File: src/bms_pkg.sv
// Shared types and codes for the balanced multi-stack unit.
// No dependencies; every other file in src refers to this package by scoped names.
`default_nettype none

package bms_pkg;

  // Operation selector carried on the input tuser bit.
  localparam logic MODE_PUSH = 1'b0;
  localparam logic MODE_POP  = 1'b1;

  // Result status codes carried on the output tuser bits.
  localparam int unsigned STATUS_W = 2;
  localparam logic [STATUS_W-1:0] ST_PUSHED    = 2'd0;
  localparam logic [STATUS_W-1:0] ST_PUSH_FULL = 2'd1;
  localparam logic [STATUS_W-1:0] ST_POPPED    = 2'd2;
  localparam logic [STATUS_W-1:0] ST_POP_EMPTY = 2'd3;

  // Fixed field widths of the stream payload.
  localparam int unsigned VALUE_W = 16;
  localparam int unsigned INDEX_W = 3;

  // Decision made by the occupancy tracker for one transaction.
  typedef struct packed {
    logic                is_pop;
    logic                ok;
    logic [STATUS_W-1:0] status;
  } bms_dec_t;

  // Enables toward the stack storage.
  typedef struct packed {
    logic wr_en;
    logic rd_en;
  } bms_mem_ctl_t;

endpackage

`default_nettype wire

File: src/bms_occ.sv
// Occupancy counters of all stacks, with the shortest/longest stack selection.
// Depends on bms_pkg for the decision struct and status codes.
`default_nettype none

module bms_occ #(
  parameter int unsigned NUM_STACKS  = 5,
  parameter int unsigned STACK_DEPTH = 4,
  parameter int unsigned IDX_W       = 3,
  parameter int unsigned OCC_W       = 3
) (
  input  wire logic             clk,
  input  wire logic             rst_n,
  input  wire logic             fire,
  input  wire logic             mode,
  output bms_pkg::bms_dec_t     dec,
  output logic [IDX_W-1:0]      sel_idx,
  output logic [OCC_W-1:0]      sel_occ
);

  logic [OCC_W-1:0]      occ_r   [NUM_STACKS];
  logic [OCC_W-1:0]      occ_nxt [NUM_STACKS];
  logic [NUM_STACKS-1:0] win;
  logic                  is_pop;
  logic                  full;
  logic                  empty;

  assign is_pop = (mode == bms_pkg::MODE_POP);

  // Each stack checks itself against all others: it wins when it beats every
  // lower index strictly and every higher index or ties it. Exactly one wins.
  always_comb begin
    for (int i = 0; i < NUM_STACKS; i++) begin
      win[i] = 1'b1;
      for (int j = 0; j < NUM_STACKS; j++) begin
        if (j < i) begin
          if (is_pop) begin
            win[i] = win[i] & (occ_r[i] > occ_r[j]);
          end else begin
            win[i] = win[i] & (occ_r[i] < occ_r[j]);
          end
        end else if (j > i) begin
          if (is_pop) begin
            win[i] = win[i] & (occ_r[i] >= occ_r[j]);
          end else begin
            win[i] = win[i] & (occ_r[i] <= occ_r[j]);
          end
        end
      end
    end
  end

  always_comb begin
    sel_idx = '0;
    sel_occ = '0;
    for (int i = 0; i < NUM_STACKS; i++) begin
      sel_idx = sel_idx | (IDX_W'(i) & {IDX_W{win[i]}});
      sel_occ = sel_occ | (occ_r[i] & {OCC_W{win[i]}});
    end
  end

  assign full  = (sel_occ >= OCC_W'(STACK_DEPTH));
  assign empty = (sel_occ == '0);

  always_comb begin
    dec.is_pop = is_pop;
    dec.ok     = is_pop ? !empty : !full;
    if (is_pop) begin
      dec.status = empty ? bms_pkg::ST_POP_EMPTY : bms_pkg::ST_POPPED;
    end else begin
      dec.status = full ? bms_pkg::ST_PUSH_FULL : bms_pkg::ST_PUSHED;
    end
  end

  always_comb begin
    for (int i = 0; i < NUM_STACKS; i++) begin
      occ_nxt[i] = occ_r[i];
      if (fire && dec.ok && (sel_idx == IDX_W'(i))) begin
        occ_nxt[i] = is_pop ? (occ_r[i] - OCC_W'(1)) : (occ_r[i] + OCC_W'(1));
      end
    end
  end

  always_ff @(posedge clk) begin
    for (int i = 0; i < NUM_STACKS; i++) begin
      if (!rst_n) begin
        occ_r[i] <= '0;
      end else begin
        occ_r[i] <= occ_nxt[i];
      end
    end
  end

endmodule

`default_nettype wire

File: src/bms_store.sv
// Stack contents: one write port and one registered read port.
// Depends on bms_pkg for the control struct.
`default_nettype none

module bms_store #(
  parameter int unsigned ENTRIES    = 20,
  parameter int unsigned ADDR_W     = 5,
  parameter int unsigned DATA_WIDTH = 16
) (
  input  wire logic                   clk,
  input  wire bms_pkg::bms_mem_ctl_t  ctl,
  input  wire logic [ADDR_W-1:0]      addr,
  input  wire logic [DATA_WIDTH-1:0]  wr_data,
  output logic      [DATA_WIDTH-1:0]  rd_data_r
);

  logic [DATA_WIDTH-1:0] mem [ENTRIES];

  always_ff @(posedge clk) begin
    if (ctl.wr_en) begin
      mem[addr] <= wr_data;
    end
  end

  // Read data holds while the result stage is stalled.
  always_ff @(posedge clk) begin
    if (ctl.rd_en) begin
      rd_data_r <= mem[addr];
    end
  end

endmodule

`default_nettype wire

File: src/balanced_multi_stack_unit.sv
// Top level of the balanced multi-stack unit: stream ports, input and result stages.
// Depends on bms_pkg, bms_occ and bms_store.
`default_nettype none

// Channel  Direction  Payload
// in_      slave      tuser = mode (0 push, 1 pop); tdata = value
// out_     master     tuser = status; tdata = stack_index, popped_value
//
// One transaction enters per clock while in_tready is high. An accepted transaction
// sits in the input register, where the stack choice, counter update and storage
// access are made; it then lands in the result register, from which its result
// shows on the output. The move into the result register waits while a result is stalled there.
// The rate is one transaction per cycle when the output does not stall, set by the
// single pass through the occupancy selection and the one storage port.
// rst_n is synchronous and active low; it empties every stack and both stages.
// A stalled result holds the result register, which in turn holds the input
// register once both are full; in_tready then drops.
module balanced_multi_stack_unit #(
  parameter int unsigned NUM_STACKS  = 5,
  parameter int unsigned STACK_DEPTH = 4,
  parameter int unsigned DATA_WIDTH  = 16
) (
  input  wire logic        clk,
  input  wire logic        rst_n,
  // Input channel.
  input  wire logic        in_tvalid,
  output logic             in_tready,
  input  wire logic [15:0] in_tdata,   // [15:0] value
  input  wire logic        in_tuser,   // [0] mode
  // Result channel.
  output logic             out_tvalid,
  input  wire logic        out_tready,
  output logic      [23:0] out_tdata,  // [2:0] stack_index, [18:3] popped_value, rest zero
  output logic      [1:0]  out_tuser   // [1:0] status
);

  localparam int unsigned IDX_W   = $clog2(NUM_STACKS);
  localparam int unsigned OCC_W   = $clog2(STACK_DEPTH + 1);
  localparam int unsigned ENTRIES = NUM_STACKS * STACK_DEPTH;
  localparam int unsigned ADDR_W  = $clog2(ENTRIES);
  localparam int unsigned VW      = bms_pkg::VALUE_W;

  // Input stage.
  logic                  a_valid_r;
  logic                  a_mode_r;
  logic [VW-1:0]         a_value_r;
  // Result stage; popped data lives in the storage read register.
  logic                  b_valid_r;
  logic [bms_pkg::STATUS_W-1:0] b_status_r;
  logic [bms_pkg::INDEX_W-1:0]  b_index_r;

  logic                  in_fire;
  logic                  a_fire;
  logic                  b_free;

  bms_pkg::bms_dec_t     dec;
  bms_pkg::bms_mem_ctl_t mem_ctl;
  logic [IDX_W-1:0]      sel_idx;
  logic [OCC_W-1:0]      sel_occ;
  logic [OCC_W-1:0]      level;
  logic [ADDR_W-1:0]     addr;
  logic [DATA_WIDTH-1:0] wr_data;
  logic [DATA_WIDTH-1:0] rd_data;
  logic [VW-1:0]         popped_value;

  // Handshake: the result register frees when it is empty or being taken; the
  // input register moves forward whenever the result register is free.
  assign b_free    = !b_valid_r || out_tready;
  assign a_fire    = a_valid_r && b_free;
  assign in_tready = !a_valid_r || b_free;
  assign in_fire   = in_tvalid && in_tready;

  always_ff @(posedge clk) begin
    if (!rst_n) begin
      a_valid_r <= 1'b0;
    end else if (in_tready) begin
      a_valid_r <= in_tvalid;
    end
  end

  always_ff @(posedge clk) begin
    if (in_fire) begin
      a_mode_r  <= in_tuser;
      a_value_r <= in_tdata;
    end
  end

  bms_occ #(
    .NUM_STACKS  (NUM_STACKS),
    .STACK_DEPTH (STACK_DEPTH),
    .IDX_W       (IDX_W),
    .OCC_W       (OCC_W)
  ) u_occ (
    .clk     (clk),
    .rst_n   (rst_n),
    .fire    (a_fire),
    .mode    (a_mode_r),
    .dec     (dec),
    .sel_idx (sel_idx),
    .sel_occ (sel_occ)
  );

  // A push writes the slot just above the top; a pop reads the top slot.
  assign level = dec.is_pop ? (sel_occ - OCC_W'(1)) : sel_occ;
  assign addr  = ADDR_W'(int'(sel_idx) * STACK_DEPTH + int'(level));

  assign mem_ctl.wr_en = a_fire && dec.ok && !dec.is_pop;
  assign mem_ctl.rd_en = a_fire && dec.ok && dec.is_pop;

  // The stored word keeps the low DATA_WIDTH bits of the pushed value, zero-extended when DATA_WIDTH is wider.
  generate
    if (DATA_WIDTH <= VW) begin : g_wr_narrow
      assign wr_data = a_value_r[DATA_WIDTH-1:0];
    end else begin : g_wr_wide
      assign wr_data = {{(DATA_WIDTH - VW){1'b0}}, a_value_r};
    end
  endgenerate

  bms_store #(
    .ENTRIES    (ENTRIES),
    .ADDR_W     (ADDR_W),
    .DATA_WIDTH (DATA_WIDTH)
  ) u_store (
    .clk       (clk),
    .ctl       (mem_ctl),
    .addr      (addr),
    .wr_data   (wr_data),
    .rd_data_r (rd_data)
  );

  always_ff @(posedge clk) begin
    if (!rst_n) begin
      b_valid_r <= 1'b0;
    end else if (b_free) begin
      b_valid_r <= a_valid_r;
    end
  end

  always_ff @(posedge clk) begin
    if (a_fire) begin
      b_status_r <= dec.status;
      b_index_r  <= bms_pkg::INDEX_W'(sel_idx);
    end
  end

  // Only a successful pop shows stored data; every other result reads zero.
  generate
    if (DATA_WIDTH >= VW) begin : g_rd_wide
      assign popped_value = (b_status_r == bms_pkg::ST_POPPED) ? rd_data[VW-1:0] : '0;
    end else begin : g_rd_narrow
      assign popped_value = (b_status_r == bms_pkg::ST_POPPED) ?
                            {{(VW - DATA_WIDTH){1'b0}}, rd_data} : '0;
    end
  endgenerate

  assign out_tvalid = b_valid_r;
  assign out_tuser  = b_status_r;
  assign out_tdata  = {5'd0, popped_value, b_index_r};

`ifndef SYNTHESIS
  // A dropped push or an empty pop means every stack tied, so stack 0 is chosen.
  a_tie_index : assert property (@(posedge clk) disable iff (!rst_n)
    (out_tvalid && (out_tuser == bms_pkg::ST_PUSH_FULL ||
                    out_tuser == bms_pkg::ST_POP_EMPTY)) |-> (out_tdata[2:0] == 3'd0))
    else $error("all-full or all-empty result names a stack other than 0");

  // Only a successful pop may carry data.
  a_zero_data : assert property (@(posedge clk) disable iff (!rst_n)
    (out_tvalid && out_tuser != bms_pkg::ST_POPPED) |-> (out_tdata[18:3] == 16'd0))
    else $error("non-pop result carries nonzero data");

  // With no result waiting, the unit must take a new transaction.
  a_ready_free : assert property (@(posedge clk) disable iff (!rst_n)
    !out_tvalid |-> in_tready)
    else $error("input stalled with an empty result stage");

  // A transaction in the input stage reaches the result stage on the next cycle
  // when nothing is waiting there.
  a_advance : assert property (@(posedge clk) disable iff (!rst_n)
    (a_valid_r && !b_valid_r) |=> out_tvalid)
    else $error("transaction lost between the input and result stages");

  // The storage is never written and read in the same cycle.
  a_one_port : assert property (@(posedge clk) disable iff (!rst_n)
    !(mem_ctl.wr_en && mem_ctl.rd_en))
    else $error("storage written and read together");
`endif

endmodule

`default_nettype wire

File: config.mk
export PLATFORM = sky130hd
export DESIGN_NAME = balanced_multi_stack_unit
export DESIGN_NICKNAME = d
export VERILOG_FILES = /design/src/bms_pkg.sv /design/src/bms_occ.sv /design/src/bms_store.sv /design/src/balanced_multi_stack_unit.sv
export SDC_FILE = /design/constraint.sdc
export NUM_CORES = 1
export LEC_CHECK = 0
export ABC_AREA = 1
export ABC_CLOCK_PERIOD_IN_PS = 10340
export BUFFER_PORTS_ARGS = -buffer_cell sky130_fd_sc_hd__buf_2
export CAP_MARGIN = 15
export CORE_MARGIN = 8
export CORE_UTILIZATION = 50
export CTS_CLUSTER_DIAMETER = 120
export DETAILED_ROUTE_END_ITERATION = 10
export MAX_ROUTING_LAYER = met4
export PLACE_DENSITY = 0.66
export SETUP_SLACK_MARGIN = 0.5
export SYNTH_ARGS = -nofsm -noshare
export SYNTH_HDL_FRONTEND = slang
export SYNTH_SLANG_ARGS = --single-unit
File: constraint.sdc
create_clock -name clk -period 10.34 [get_ports clk]
set_input_delay 1.034 -clock clk [delete_from_list [all_inputs] [get_ports clk]]
set_output_delay 1.034 -clock clk [all_outputs]
set_load 0.1 [all_outputs]
==> results.txt <==
----------------------------------------------------
[Clocking]
  Count of buffers added by post-CTS timing repair for setup ... 0
  Inserted Clock Buffers ... just over 40
  Hold buffers post-CTS ... 0
  Count of instances resized after the clock tree is built ... 0
  Worst-Skew Late Latency ... between 500 and 600 ps
  TritonCTS clock tree ... yes
  Clock tree buffer depth ... 3
  # H-tree levels ... 2
  Total clock sinks ... ~380
  Clk pin slew, worst setup/hold paths ... about 60 ps
  CTS root buf ... sky130_fd_sc_hd__clkbuf_16

[Finish]
  Number of antenna repair diodes ... 0
  Area of all placed cells without fillers ... between 0.015 and 0.02 sq mm
  Layout cell share with drive strength beyond 1 ... a little under 9%
  Leading cell types in the layout, fill and taps excluded ... sky130_fd_sc_hd__nand2_1, sky130_fd_sc_hd__edfxtp_1, sky130_fd_sc_hd__nand3_1, sky130_fd_sc_hd__nor2_1, sky130_fd_sc_hd__inv_1
  Non-Filler Instances ... roughly 2200
  Filler cell count ... 2963
  Most common cell after layout, fill and taps aside ... sky130_fd_sc_hd__nand2_1
  Syn-to-layout area delta ... 10.54%
  # nets final ... about 1800

[Synthesis]
  Post-synth top flop ... sky130_fd_sc_hd__edfxtp_1
  Mean Syn Cell Area ... approximately 10 sq um
  Number of synthesized register bits ... 375
  Syn Std Cell Area ... ~0.017 sq mm
  Number of different library cells in the post-synthesis netlist ... 39
  Synthesized instance count ... about 1700
  Proportion of synthesized chip area in sequential cells ... around 64%
  Post-synth EDFFs ... ~360
  Warnings from Yosys ... 0
  Proportion of register bits with asynchronous set or reset after synthesis ... 0%

[Placement]
  Inst Count DP ... ~2200
  Instance area after placement ... around 0.018 sq mm
  Post-DP HPWL ... around 26000 um
  Final estimated routing congestion in global placement ... 0.9056
  Input/output buffers ... 43

[Critical path]
  Max incr delay on CP ... 630 ps
  Worst setup path class ... reg -> reg
  Category of the worst setup path launch point ... flip-flop
  Max stage delay cell, worst path ... sky130_fd_sc_hd__nor2_1
  Kind of capture point of the worst setup path ... flip-flop
  Crit-path cells ... inv_1, ha_1, a21oi_1, a21boi_0, nand2_1, nand2_1, nand3_2, nor2_1, inv_1, nand3b_1, nor2_1, ha_1, nand2_1, xnor2_1, ha_1, ha_1, xor2_2, inv_2, nor3_4, inv_1, nor2_1, buf_6
  Number of buffers and inverters on the critical path ... 5
  Top Family by Delay on Critical Path ... simple AND/OR/NAND/NOR gates
  Max Fanout on Critical Path ... 17
  Data arrival time of the worst path ... a little under 6000 ps
  Top cell by count, worst path ... sky130_fd_sc_hd__ha_1
  Critical path required time ... between 10000 and 15000 ps

[Global routing]
  Pin count of the biggest net entering global routing ... 83
  Global-route wire length before repair ... slightly below 70000 um
  Global-route usage over all layers ... between 20 and 25%
  Via count of the first global-routing pass ... approximately 12000
  GR Overflow Total ... 0
  Initial antenna violation count ... 0

[Power]
  Power density of the placed cells ... around 200 mW/mm^2
  Peak supply drop ... around 120 uV
  Total power consumption of the routed design ... 3.791 mW
  Leakage ... 7.889 nW

[STA]
  Remaining max-slew budget at the tightest pin ... between 20% and 30%
  Total negative slack ... 0 ps
  Tightest Pin Transition ... 1064 ps
  Max Clk Rate ... roughly 180 MHz
  Hold violation count in the final report ... 0
  Setup repair after global routing missed its margin ... false
  Final period utilization ... approximately 53%
  Worst clock skew on the final layout ... between 15 and 20 ps
  Final Max Slew Viols ... 0
  Worst hold margin ... just over 500 ps
  Minimum clock period after layout ... ~5500 ps
  Finish-stage setup viols ... 0

[Min path]
  Type of the tightest min-delay check ... reg -> reg

[Floorplan]
  Total I/O pin count ... 49
  Die Span X ... 201.7 um
  Total core area ... around 0.034 sq mm
  Die Height ... 201.7 um
  Floorplan die area ... just over 0.04 sq mm
  Number of rows created at floorplan ... 68
  Initial Utilization ... 50.38%

[Detailed routing]
  First-pass detailed-route iteration total ... 5
  Final routed wirelength across all metal layers ... 43410 um
  DR iter-0 viols ... around 1200
  Antenna Nets Post-Route ... 0
  Detail-routed net length per standard cell ... between 15 and 20 um
  Via-per-instance ratio ... 5.417
  Vias ... 12130
  Detailed-route DRC error count ... 0

[Status]
  Run status ... complete, no violations

[Job]
  Count of max-cap constraint violations ... 0

----------------------------------------------------
==> registers in the layout, indices dropped and copies added (netlist names) <==
name               flops
a_mode_r               1
a_value_r             16
u_occ.occ_r           15
out_tuser              2
u_store.mem          320
b_index_r              3
u_store.rd_data_r     16
out_tvalid             1
a_valid_r              1
==> cells by family after synthesis <==
logic type | count (synthesis) | share of synthesized area, %
flip-flops | 375 | 64.36
XOR/XNOR | 12 | 0.6535
other | 1 | 0.02176
adder cells (fa/ha/maj) | 39 | 3.049
AO/OA/AOI/OAI | 54 | 1.721
AND/OR/NAND/NOR | 1065 | 25.54
buffers and inverters | 171 | 4.661
==> worst reg2reg max path: cells and delay by family, from the launching register on <==
kind                       cells  cell delay (ps)
xor gates and xnor gates       2              500
buffers and inverters          5              890
DFF                            1              430
and+or+nand+nor                9             2010
adders and majority gates      4              960
AOI/OAI and AO/OA              2              430
==> layout make-up <==
| type | count | area (sq um) | area share [%] |
|---|---|---|---|
| Clock inverter | 23 | 147.6 | 0.7750 |
| Multi-Input combinational cell | 1175 | 5393 | 28.31 |
| Tap cell | 455 | 569.3 | 2.989 |
| Inverter | 87 | 326.6 | 1.714 |
| Timing Repair Buffer | 75 | 466.7 | 2.450 |
| Clock buffer | 49 | 1056 | 5.544 |
| Sequential cell | 375 | 11090 | 58.22 |
==> through the flow <==
step | util (%) | setup WS (ps)
CTS | 55.70 | 4840
global placement | 52.08 | 4779
detailed placement | 52.18 | 4868
finish | 55.70 | 4837
global route | 55.70 | 4380
floorplan | - | 5711
==> per-layer routing <==
layer | routed length, um | GRT usage, % | vias up
met3 | 3339 | 3.313 | 73
met4 | 1295 | 8.375 | 0
met5 | 0 | - | -
li1 | - | - | 5786
met1 | 18860 | 29.95 | 5777
met2 | 19910 | 33.02 | 492
==> power breakdown <==
part	internal, mW	switching (mW)
registers	1.70	0.0358
clock network	0.753	0.598
logic	0.174	0.525
==> final timing paths <==
path / endpoint / from / cells after the start / slack (ps)
worst min-delay path: out_tvalid / a_valid_r / 2 / 500
worst max register to register: u_store.mem[4][3] / u_occ.occ_r[2][2] / 22 / 4840
worst max-delay path: u_store.mem[4][3] / u_occ.occ_r[2][2] / 22 / 4840
worst min register to register: out_tvalid / a_valid_r / 2 / 500
==> cells in the mapped netlist, types with 6 or more instances <==
master,count,share of area [%]
sky130_fd_sc_hd__xnor2_1,6,0.30
sky130_fd_sc_hd__buf_4,14,0.61
sky130_fd_sc_hd__clkbuf_1,23,0.50
sky130_fd_sc_hd__nand4_1,16,0.58
sky130_fd_sc_hd__ha_1,34,2.5
sky130_fd_sc_hd__nand3_1,173,5.0
sky130_fd_sc_hd__nand3_2,8,0.46
sky130_fd_sc_hd__buf_2,36,1.0
sky130_fd_sc_hd__inv_1,81,1.8
sky130_fd_sc_hd__a21oi_1,42,1.2
sky130_fd_sc_hd__nand2_1,767,17
sky130_fd_sc_hd__buf_6,7,0.46
sky130_fd_sc_hd__dfxtp_1,17,2.0
sky130_fd_sc_hd__edfxtp_1,358,62
sky130_fd_sc_hd__nor2_1,82,1.8
(Power assumes the default switching activity.)
